===== src/rtl/mlsd_pkg.sv =====
// Package for the multi-line sample debouncer: sizes, sequencer states,
// and the control word between the sequencer and the reduce unit. No dependencies.
`timescale 1ns / 1ps

package mlsd_pkg;

    localparam int HISTORY_DEPTH = 8;
    localparam int LINE_COUNT    = 4;
    localparam int ENTRY_W       = LINE_COUNT + 1;
    localparam int SLOT_W        = $clog2(HISTORY_DEPTH);
    localparam int COUNT_W       = 17;
    localparam int TDATA_IN_W    = ((LINE_COUNT + 7) / 8) * 8;
    localparam int TDATA_OUT_W   = ((LINE_COUNT + 7) / 8) * 8;

    localparam logic [COUNT_W-1:0] INTERVAL_RESET = COUNT_W'(157);

    localparam logic MODE_TICK = 1'b0;
    localparam logic MODE_READ = 1'b1;

    typedef enum logic [1:0] {
        ST_IDLE,
        ST_WALK,
        ST_DRAIN,
        ST_DONE
    } state_t;

    typedef struct packed {
        logic clear;
        logic take;
        logic entry_valid;
    } red_ctrl_t;

endpackage


===== src/rtl/mlsd_ram.sv =====
// Generic single-write, single-read RAM with registered read data.
// No dependencies.
`timescale 1ns / 1ps

module mlsd_ram #(
    parameter int WIDTH = 8,
    parameter int DEPTH = 8
) (
    input  logic                     clk,
    input  logic                     we,
    input  logic [$clog2(DEPTH)-1:0] waddr,
    input  logic [WIDTH-1:0]         wdata,
    input  logic [$clog2(DEPTH)-1:0] raddr,
    output logic [WIDTH-1:0]         rdata
);

    logic [WIDTH-1:0] mem [DEPTH];
    logic [WIDTH-1:0] rdata_reg;

    always_ff @(posedge clk)
    begin
        if (we)
        begin
            mem[waddr] <= wdata;
        end
        rdata_reg <= mem[raddr];
    end

    assign rdata = rdata_reg;

endmodule


===== src/rtl/mlsd_reduce.sv =====
// Shared reduce unit: folds ring entries one per cycle into all-high and
// all-low masks. Depends on mlsd_pkg.
`timescale 1ns / 1ps

module mlsd_reduce
    import mlsd_pkg::*;
(
    input  logic               clk,
    input  logic               rst_n,
    input  red_ctrl_t          ctrl,
    input  logic [ENTRY_W-1:0] entry,
    output logic [ENTRY_W-1:0] all_high,
    output logic               settled
);

    logic [ENTRY_W-1:0] high_reg, high_next;
    logic [ENTRY_W-1:0] low_reg, low_next;
    logic [ENTRY_W-1:0] value;

    // entries never written read as zero
    assign value = ctrl.entry_valid ? entry : '0;

    always_comb
    begin
        high_next = high_reg;
        low_next  = low_reg;
        if (ctrl.clear)
        begin
            high_next = '1;
            low_next  = '1;
        end
        else if (ctrl.take)
        begin
            high_next = high_reg & value;
            low_next  = low_reg & ~value;
        end
    end

    always_ff @(posedge clk or negedge rst_n)
    begin
        if (!rst_n)
        begin
            high_reg <= '1;
            low_reg  <= '1;
        end
        else
        begin
            high_reg <= high_next;
            low_reg  <= low_next;
        end
    end

    assign all_high = high_reg;
    assign settled  = &(high_reg | low_reg);

endmodule


===== src/rtl/multi_line_sample_debouncer_top.sv =====
// Multi-line sample debouncer: a tick that samples walks the history RAM in
// ST_WALK, one entry per cycle, then passes ST_DRAIN and ST_DONE; other ticks
// stay in ST_IDLE. A read word is answered from the output register in the
// cycle after it is accepted. Async active-low reset clears all state but the
// output data and changed registers; the history reads as zero through
// per-entry valid bits. Depends on mlsd_pkg, mlsd_ram and mlsd_reduce.
`timescale 1ns / 1ps

module multi_line_sample_debouncer_top
    import mlsd_pkg::*;
(
    input  logic                   clk,
    input  logic                   rst_n,
    input  logic                   s_tvalid,
    output logic                   s_tready,
    input  logic [TDATA_IN_W-1:0]  s_tdata,   // [3:0] pins
    input  logic                   s_tuser,   // [0] mode
    output logic                   m_tvalid,
    input  logic                   m_tready,
    output logic [TDATA_OUT_W-1:0] m_tdata,   // [3:0] pin_state
    output logic                   m_tuser,   // [0] changed
    input  logic                   cfg_valid,
    output logic                   cfg_ready,
    input  logic [COUNT_W-1:0]     cfg_data
);

    state_t                  state_reg, state_next;
    logic [COUNT_W-1:0]      interval_reg;
    logic [COUNT_W-1:0]      tick_reg, tick_next;
    logic [COUNT_W-1:0]      tick_inc;
    logic [SLOT_W-1:0]       slot_reg, slot_next;
    logic [SLOT_W-1:0]       walk_reg, walk_next;
    logic                    active_reg, active_next;
    logic [LINE_COUNT-1:0]   prev_reg, prev_next;
    logic [LINE_COUNT-1:0]   high_lv_reg, high_lv_next;
    logic                    flag_reg, flag_next;
    logic [HISTORY_DEPTH-1:0] vld_reg, vld_next;
    logic                    rd_pend_reg, rd_pend_next;
    logic                    rd_vld_reg;
    logic                    m_valid_reg, m_valid_next;
    logic                    m_changed_reg, m_changed_next;
    logic [LINE_COUNT-1:0]   m_state_reg, m_state_next;

    logic                    accept;
    logic                    out_free;
    logic [LINE_COUNT-1:0]   lines;
    logic                    ram_we;
    logic [ENTRY_W-1:0]      ram_wdata;
    logic [ENTRY_W-1:0]      ram_rdata;
    red_ctrl_t               red_ctrl;
    logic [ENTRY_W-1:0]      all_high;
    logic                    settled;

    assign lines     = s_tdata[LINE_COUNT-1:0];
    assign out_free  = !m_valid_reg || m_tready;
    assign s_tready  = (state_reg == ST_IDLE) && out_free;
    assign accept    = s_tvalid && s_tready;
    assign cfg_ready = 1'b1;
    assign tick_inc  = tick_reg + COUNT_W'(1);

    mlsd_ram #(
        .WIDTH(ENTRY_W),
        .DEPTH(HISTORY_DEPTH)
    ) u_ring (
        .clk  (clk),
        .we   (ram_we),
        .waddr(slot_reg),
        .wdata(ram_wdata),
        .raddr(walk_reg),
        .rdata(ram_rdata)
    );

    mlsd_reduce u_reduce (
        .clk     (clk),
        .rst_n   (rst_n),
        .ctrl    (red_ctrl),
        .entry   (ram_rdata),
        .all_high(all_high),
        .settled (settled)
    );

    always_comb
    begin
        state_next     = state_reg;
        tick_next      = tick_reg;
        slot_next      = slot_reg;
        walk_next      = walk_reg;
        active_next    = active_reg;
        prev_next      = prev_reg;
        high_lv_next   = high_lv_reg;
        flag_next      = flag_reg;
        vld_next       = vld_reg;
        rd_pend_next   = 1'b0;
        m_valid_next   = m_valid_reg && !m_tready;
        m_changed_next = m_changed_reg;
        m_state_next   = m_state_reg;
        ram_we         = 1'b0;
        ram_wdata      = {1'b0, lines};
        red_ctrl       = '{clear: 1'b0, take: rd_pend_reg, entry_valid: rd_vld_reg};

        unique case (state_reg)
            ST_IDLE:
            begin
                if (accept)
                begin
                    if (s_tuser == MODE_READ)
                    begin
                        m_valid_next   = 1'b1;
                        m_changed_next = flag_reg;
                        m_state_next   = flag_reg ? high_lv_reg : '0;
                        flag_next      = 1'b0;
                    end
                    else
                    begin
                        prev_next = lines;
                        if (active_reg)
                        begin
                            if (tick_inc >= interval_reg)
                            begin
                                tick_next      = '0;
                                ram_we         = 1'b1;
                                red_ctrl.clear = 1'b1;
                                walk_next      = '0;
                                state_next     = ST_WALK;
                            end
                            else
                            begin
                                tick_next = tick_inc;
                            end
                        end
                        else if (lines != prev_reg)
                        begin
                            // poisoned entry: inverted lines, poison bit set
                            active_next = 1'b1;
                            tick_next   = '0;
                            ram_we      = 1'b1;
                            ram_wdata   = {1'b1, ~lines};
                        end
                        if (ram_we)
                        begin
                            vld_next[slot_reg] = 1'b1;
                            slot_next = (slot_reg == SLOT_W'(HISTORY_DEPTH - 1)) ?
                                        '0 : slot_reg + SLOT_W'(1);
                        end
                    end
                end
            end
            ST_WALK:
            begin
                rd_pend_next = 1'b1;
                if (walk_reg == SLOT_W'(HISTORY_DEPTH - 1))
                begin
                    walk_next  = '0;
                    state_next = ST_DRAIN;
                end
                else
                begin
                    walk_next = walk_reg + SLOT_W'(1);
                end
            end
            ST_DRAIN:
            begin
                state_next = ST_DONE;
            end
            ST_DONE:
            begin
                high_lv_next = all_high[LINE_COUNT-1:0];
                if (settled)
                begin
                    flag_next   = 1'b1;
                    active_next = 1'b0;
                end
                state_next = ST_IDLE;
            end
            default:
            begin
                state_next = ST_IDLE;
            end
        endcase
    end

    always_ff @(posedge clk or negedge rst_n)
    begin
        if (!rst_n)
        begin
            state_reg    <= ST_IDLE;
            interval_reg <= INTERVAL_RESET;
            tick_reg     <= '0;
            slot_reg     <= '0;
            walk_reg     <= '0;
            active_reg   <= 1'b0;
            prev_reg     <= '0;
            high_lv_reg  <= '0;
            flag_reg     <= 1'b0;
            vld_reg      <= '0;
            rd_pend_reg  <= 1'b0;
            rd_vld_reg   <= 1'b0;
            m_valid_reg  <= 1'b0;
        end
        else
        begin
            state_reg    <= state_next;
            if (cfg_valid && cfg_ready)
            begin
                interval_reg <= cfg_data;
            end
            tick_reg     <= tick_next;
            slot_reg     <= slot_next;
            walk_reg     <= walk_next;
            active_reg   <= active_next;
            prev_reg     <= prev_next;
            high_lv_reg  <= high_lv_next;
            flag_reg     <= flag_next;
            vld_reg      <= vld_next;
            rd_pend_reg  <= rd_pend_next;
            rd_vld_reg   <= vld_reg[walk_reg];
            m_valid_reg  <= m_valid_next;
        end
    end

    always_ff @(posedge clk)
    begin
        m_changed_reg <= m_changed_next;
        m_state_reg   <= m_state_next;
    end

    assign m_tvalid = m_valid_reg;
    assign m_tuser  = m_changed_reg;
    assign m_tdata  = {{(TDATA_OUT_W - LINE_COUNT){1'b0}}, m_state_reg};

    a_ready_only_idle: assert property (@(posedge clk) disable iff (!rst_n)
        s_tready |-> state_reg == ST_IDLE)
        else $error("input ready outside idle");

    a_flag_from_reduce: assert property (@(posedge clk) disable iff (!rst_n)
        $rose(flag_reg) |-> $past(state_reg) == ST_DONE)
        else $error("settled flag set outside evaluation");

    a_state_zero_when_unchanged: assert property (@(posedge clk) disable iff (!rst_n)
        (m_tvalid && !m_tuser) |-> m_tdata == '0)
        else $error("pin state nonzero without change");

    a_walk_only_while_sampling: assert property (@(posedge clk) disable iff (!rst_n)
        (state_reg == ST_WALK) |-> active_reg)
        else $error("history walk while armed");

endmodule


===== config.mk =====
export PLATFORM = sky130hd
export DESIGN_NAME = multi_line_sample_debouncer_top
export DESIGN_NICKNAME = d
export VERILOG_FILES = /design/src/rtl/mlsd_pkg.sv /design/src/rtl/mlsd_ram.sv /design/src/rtl/mlsd_reduce.sv /design/src/rtl/multi_line_sample_debouncer_top.sv
export SDC_FILE = /design/constraint.sdc
export NUM_CORES = 1
export LEC_CHECK = 0
export BUFFER_PORTS_ARGS = -buffer_cell sky130_fd_sc_hd__buf_2
export CAP_MARGIN = 20
export CORE_ASPECT_RATIO = 0.8
export CORE_MARGIN = 5
export CORE_UTILIZATION = 51
export DETAILED_ROUTE_END_ITERATION = 12
export GPL_TIMING_DRIVEN = 1
export HOLD_SLACK_MARGIN = 0.1
export PLACE_DENSITY = 0.72
export SLEW_MARGIN = 20
export SYNTH_ARGS = -nofsm -noshare
export SYNTH_HDL_FRONTEND = slang
export SYNTH_HIERARCHICAL = 1
export SYNTH_SLANG_ARGS = --single-unit

===== constraint.sdc =====
create_clock -name clk -period 3.5 [get_ports clk]
set_clock_uncertainty 0.15 [all_clocks]
set_input_delay 0 -clock clk [delete_from_list [all_inputs] [get_ports clk]]
set_output_delay 0 -clock clk [all_outputs]
set_load 0.05 [all_outputs]

==> metrics.txt <==
# TYPE chip_impl_metric gauge
chip_impl_info{name="status",value="completed"} 1
chip_impl_metric{name="pin_count",unit=""} 43
chip_impl_metric{name="post-route-util",unit="%"} 66.31
chip_impl_metric{name="asyncSetResetFlopFracSynth",unit="%"} 59.35
chip_impl_metric{name="die-area",unit="um^2"} 13760
chip_impl_metric{name="max-cap-violations",unit=""} 0
chip_impl_metric{name="grt_max_degree",unit=""} 34
chip_impl_metric{name="placedCellCount",unit=""} 651
chip_impl_metric{name="post_route_setup_tns",unit="ps"} 0
chip_impl_metric{name="arrival",unit="ps"} 3340
chip_impl_metric{name="drt-initial-drc-count",unit=""} 322
chip_impl_metric{name="place.port_buffers",unit=""} 33
chip_impl_metric{name="preCtsSetupSlack",unit="ps"} 150.4
chip_impl_metric{name="number_of_antenna_violations_at_the_first_check_in_global_routing",unit=""} 0
chip_impl_metric{name="largest_register_ffs",unit=""} 40
chip_impl_metric{name="syn_area_per_cell",unit="um^2"} 12.61
chip_impl_metric{name="finish.cell_count_without_fillers",unit=""} 748
chip_impl_metric{name="p_int",unit="mW"} 3.339
chip_impl_metric{name="cell_area_synth",unit="um^2"} 5864
chip_impl_metric{name="worst_skew_pair.late_latency",unit="ps"} 420
chip_impl_metric{name="power_switching",unit="mW"} 1.324
chip_impl_metric{name="comb_power_share",unit="%"} 21.2
chip_impl_metric{name="postLayoutSetupSlackWorst",unit="ps"} 141.5
chip_impl_metric{name="total_clock_buffers_created_by_cts",unit=""} 17
chip_impl_info{name="category_of_the_critical_setup_timing_path",value="flop to flop"} 1
chip_impl_metric{name="relSlewSlack",unit="%"} 43.56
chip_impl_info{name="worstHoldPathType",value="input port to flop"} 1
chip_impl_metric{name="fin_nets",unit=""} 644
chip_impl_info{name="grt_setup_unrepaired",value="yes"} 1
chip_impl_info{name="synth_top_cell_by_area",value="sky130_fd_sc_hd__dfrtp_1"} 1
chip_impl_metric{name="synth.yosys.warnings",unit=""} 6
chip_impl_metric{name="routed-via-count",unit=""} 4085
chip_impl_info{name="startpoint_type",value="flop"} 1
chip_impl_metric{name="layout-drive-gt1-share",unit="%"} 23.83
chip_impl_metric{name="avgRoutedWirePerCell",unit="um"} 16.73
chip_impl_metric{name="cts_sinks",unit=""} 123
chip_impl_metric{name="final_period_minus_worst_setup_slack",unit="ps"} 3358
chip_impl_metric{name="syn_inst",unit=""} 465
chip_impl_metric{name="cts.clk_slew.worst_paths",unit="ps"} 50
chip_impl_metric{name="tightest_slew",unit="ps"} 846.5
chip_impl_metric{name="synth_edf_count",unit=""} 45
chip_impl_metric{name="post_synth_num_cell_types",unit=""} 53
chip_impl_metric{name="postRouteWirelength",unit="mm"} 12.52
chip_impl_metric{name="leakage",unit="nW"} 3.438
chip_impl_metric{name="ys_seq_elements",unit=""} 123
chip_impl_metric{name="synthToLayoutAreaGrowth",unit="%"} 28.74
chip_impl_metric{name="diodes",unit=""} 0
chip_impl_metric{name="max-vdd-ir-drop",unit="mV"} 0.4308
chip_impl_metric{name="report.final.slew_viol_count",unit=""} 0
chip_impl_metric{name="post-dp-hpwl",unit="mm"} 7.729
chip_impl_metric{name="switching_share",unit="%"} 28.39
chip_impl_metric{name="die_height",unit="um"} 105.9
chip_impl_metric{name="cts_htree_levels",unit=""} 4
chip_impl_metric{name="clkPwrFrac",unit="%"} 39.5
chip_impl_metric{name="final_hold_viol_count",unit=""} 0
chip_impl_info{name="synthTopCellsByCount",value="58 x sky130_fd_sc_hd__dfrtp_1, 45 x sky130_fd_sc_hd__edfxtp_1, 38 x sky130_fd_sc_hd__nand2_1"} 1
chip_impl_metric{name="placed_area",unit="um^2"} 6267
chip_impl_metric{name="rows",unit=""} 35
chip_impl_metric{name="synth_top_area_share",unit="%"} 24.75
chip_impl_metric{name="first_global_vias",unit=""} 4242
chip_impl_metric{name="min_period_over_period",unit="%"} 95.96
chip_impl_metric{name="fin_total_pwr",unit="mW"} 4.663
chip_impl_metric{name="gp_routability_congestion",unit=""} 0.8528
chip_impl_metric{name="powerDensity",unit="nW/um^2"} 617.6
chip_impl_metric{name="worst_hold_slack",unit="ps"} 175.0
chip_impl_metric{name="max_freq",unit="MHz"} 297.8
chip_impl_info{name="tritoncts_clock_tree",value="done"} 1
chip_impl_metric{name="initial_utilization",unit="%"} 51.51
chip_impl_metric{name="drt.antenna.violating_nets",unit=""} 0
chip_impl_metric{name="drt-vias-per-instance",unit=""} 5.461
chip_impl_metric{name="globalRouteOverflowTotal",unit=""} 0
chip_impl_metric{name="grt_util_all_layers",unit="%"} 19.43
chip_impl_metric{name="grt_first_pass_wirelength",unit="mm"} 20.76
chip_impl_metric{name="core_area",unit="um^2"} 11390
chip_impl_metric{name="yosysSeqAreaShare",unit="%"} 56.22
chip_impl_metric{name="worst_path_fanout_max",unit=""} 5
chip_impl_metric{name="cp_data_required_time",unit="ps"} 3480
chip_impl_metric{name="final_design_area_no_fill",unit="um^2"} 7550
chip_impl_metric{name="clk_path_buf_depth",unit=""} 2
chip_impl_metric{name="drt_pass1_iterations",unit=""} 5
chip_impl_metric{name="setup_viol",unit=""} 0
chip_impl_info{name="synth_flop_cell",value="sky130_fd_sc_hd__dfrtp_1"} 1
chip_impl_info{name="yosys.cell_count.top_type",value="sky130_fd_sc_hd__dfrtp_1"} 1
chip_impl_metric{name="power_frac_seq",unit="%"} 39.4
chip_impl_info{name="clock_tree.root_cell",value="sky130_fd_sc_hd__clkbuf_16"} 1
chip_impl_info{name="timing.critical_path.to_type",value="flop"} 1
chip_impl_metric{name="fp.dieW",unit="um"} 129.9
chip_impl_metric{name="post-route-drc-count",unit=""} 0
chip_impl_info{name="netlist_top_cells_area",value="sky130_fd_sc_hd__dfrtp_1 25%, sky130_fd_sc_hd__edfxtp_1 23%, sky130_fd_sc_hd__dfstp_2 6.7%"} 1
[area by class of cell]
type                       count  area, um^2
inverter                      27       101.3
timing repair buffer         122       985.9
clock inverter                14       196.4
clock buffer                  18       429.2
sequential                   123        3298
multi-input combinational    296        2354
tap                          148       185.2
fill                         804        3836
[cell usage in the layout (no fill, tap or decap), drive strengths merged, types with 2 or more instances in the layout]
cell type,synthesis,layout
clkbuf,9,18
dfxtp,5,5
dlygate4sd3,0,61
bufinv,0,4
conb,2,5
mux2,18,18
a41o,6,6
xor2,8,8
o21ai,25,25
dfstp,15,15
nand3,15,15
buf,13,61
clkinvlp,0,3
nor2,24,24
and2,6,6
and3,10,10
mux2i,2,2
a21bo,5,5
nand4,8,8
nor3,7,7
ha,26,26
edfxtp,45,45
nand2,38,38
inv,27,28
a31o,2,2
a22o,8,8
a21oi,15,15
a221o,7,7
xnor2,15,15
a21o,12,12
o22ai,2,2
nand2b,7,7
dfrtp,58,58
clkinv,0,6
mux4,12,12
[kinds of logic after synthesis]
group | count (synthesis) | synth area share, %
buffers and inverters | 49 | 4.267
and+or+nand+nor | 121 | 10.35
AOI/OAI and AO/OA | 89 | 11.01
xor gates and xnor gates | 23 | 3.435
adders and majority gates | 26 | 5.547
muxes | 32 | 9.046
DFF | 123 | 56.22
other | 2 | 0.1281
[power by group through the flow]
stage | Combinational, mW | Clock (mW) | Sequential (mW)
finish | 0.987 | 1.84 | 1.84
global route | 1.09 | 1.94 | 1.86
CTS | 0.959 | 1.87 | 1.84
detailed placement | 0.876 | 0 | 1.86
global placement | 0.847 | 0 | 1.85
floorplan | 0.707 | 0 | 1.80
[layer usage]
| metal | global-route usage, % | vias to the layer above | routed length, um |
|---|---|---|---|
| li1 | - | 1939 | - |
| met1 | 26.08 | 2006 | 5560 |
| met2 | 30.06 | 114 | 5975 |
| met3 | 5.525 | 26 | 711 |
| met4 | 7.418 | 0 | 267 |
| met5 | 0 | - | 0 |
[worst paths after layout]
kind | start | cells past startpoint | slack (ps) | endpoint
worst max-delay path | tick_reg[4] | 15 | 140 | u_ring/mem[1][1]
worst min-delay path | s_tuser | 5 | 180 | active_reg
worst max register to register | tick_reg[4] | 15 | 140 | u_ring/mem[1][1]
worst min register to register | vld_reg[1] | 1 | 320 | vld_reg[1]
max in group asynchronous | rst_n | 4 | 1400 | tick_reg[6]
min in group asynchronous | rst_n | 3 | 530 | interval_reg[7]
[critical path: stages, from the launching register on]
cell,delay (ps)
sky130_fd_sc_hd__dfrtp_1,390
sky130_fd_sc_hd__and3_4,220
sky130_fd_sc_hd__nand2_1,80
sky130_fd_sc_hd__nor2_1,120
sky130_fd_sc_hd__buf_4,150
sky130_fd_sc_hd__nand4_1,160
sky130_fd_sc_hd__xnor2_1,170
sky130_fd_sc_hd__ha_1,330
sky130_fd_sc_hd__nand4_1,190
sky130_fd_sc_hd__nor3_2,240
sky130_fd_sc_hd__a22oi_2,90
sky130_fd_sc_hd__nand4_1,120
sky130_fd_sc_hd__and2b_1,180
sky130_fd_sc_hd__nand2b_1,150
sky130_fd_sc_hd__nor2_1,170
sky130_fd_sc_hd__buf_4,170
[what timing repair did]
item	4_1_cts	5_1_grt
buffers inserted	0	4
gates resized for setup	0	4
endpoints found under the setup margin	0	49
hold buffers	61	0
endpoints found under the hold margin	121	0
No activity file was read; power rests on OpenSTA's default activity.
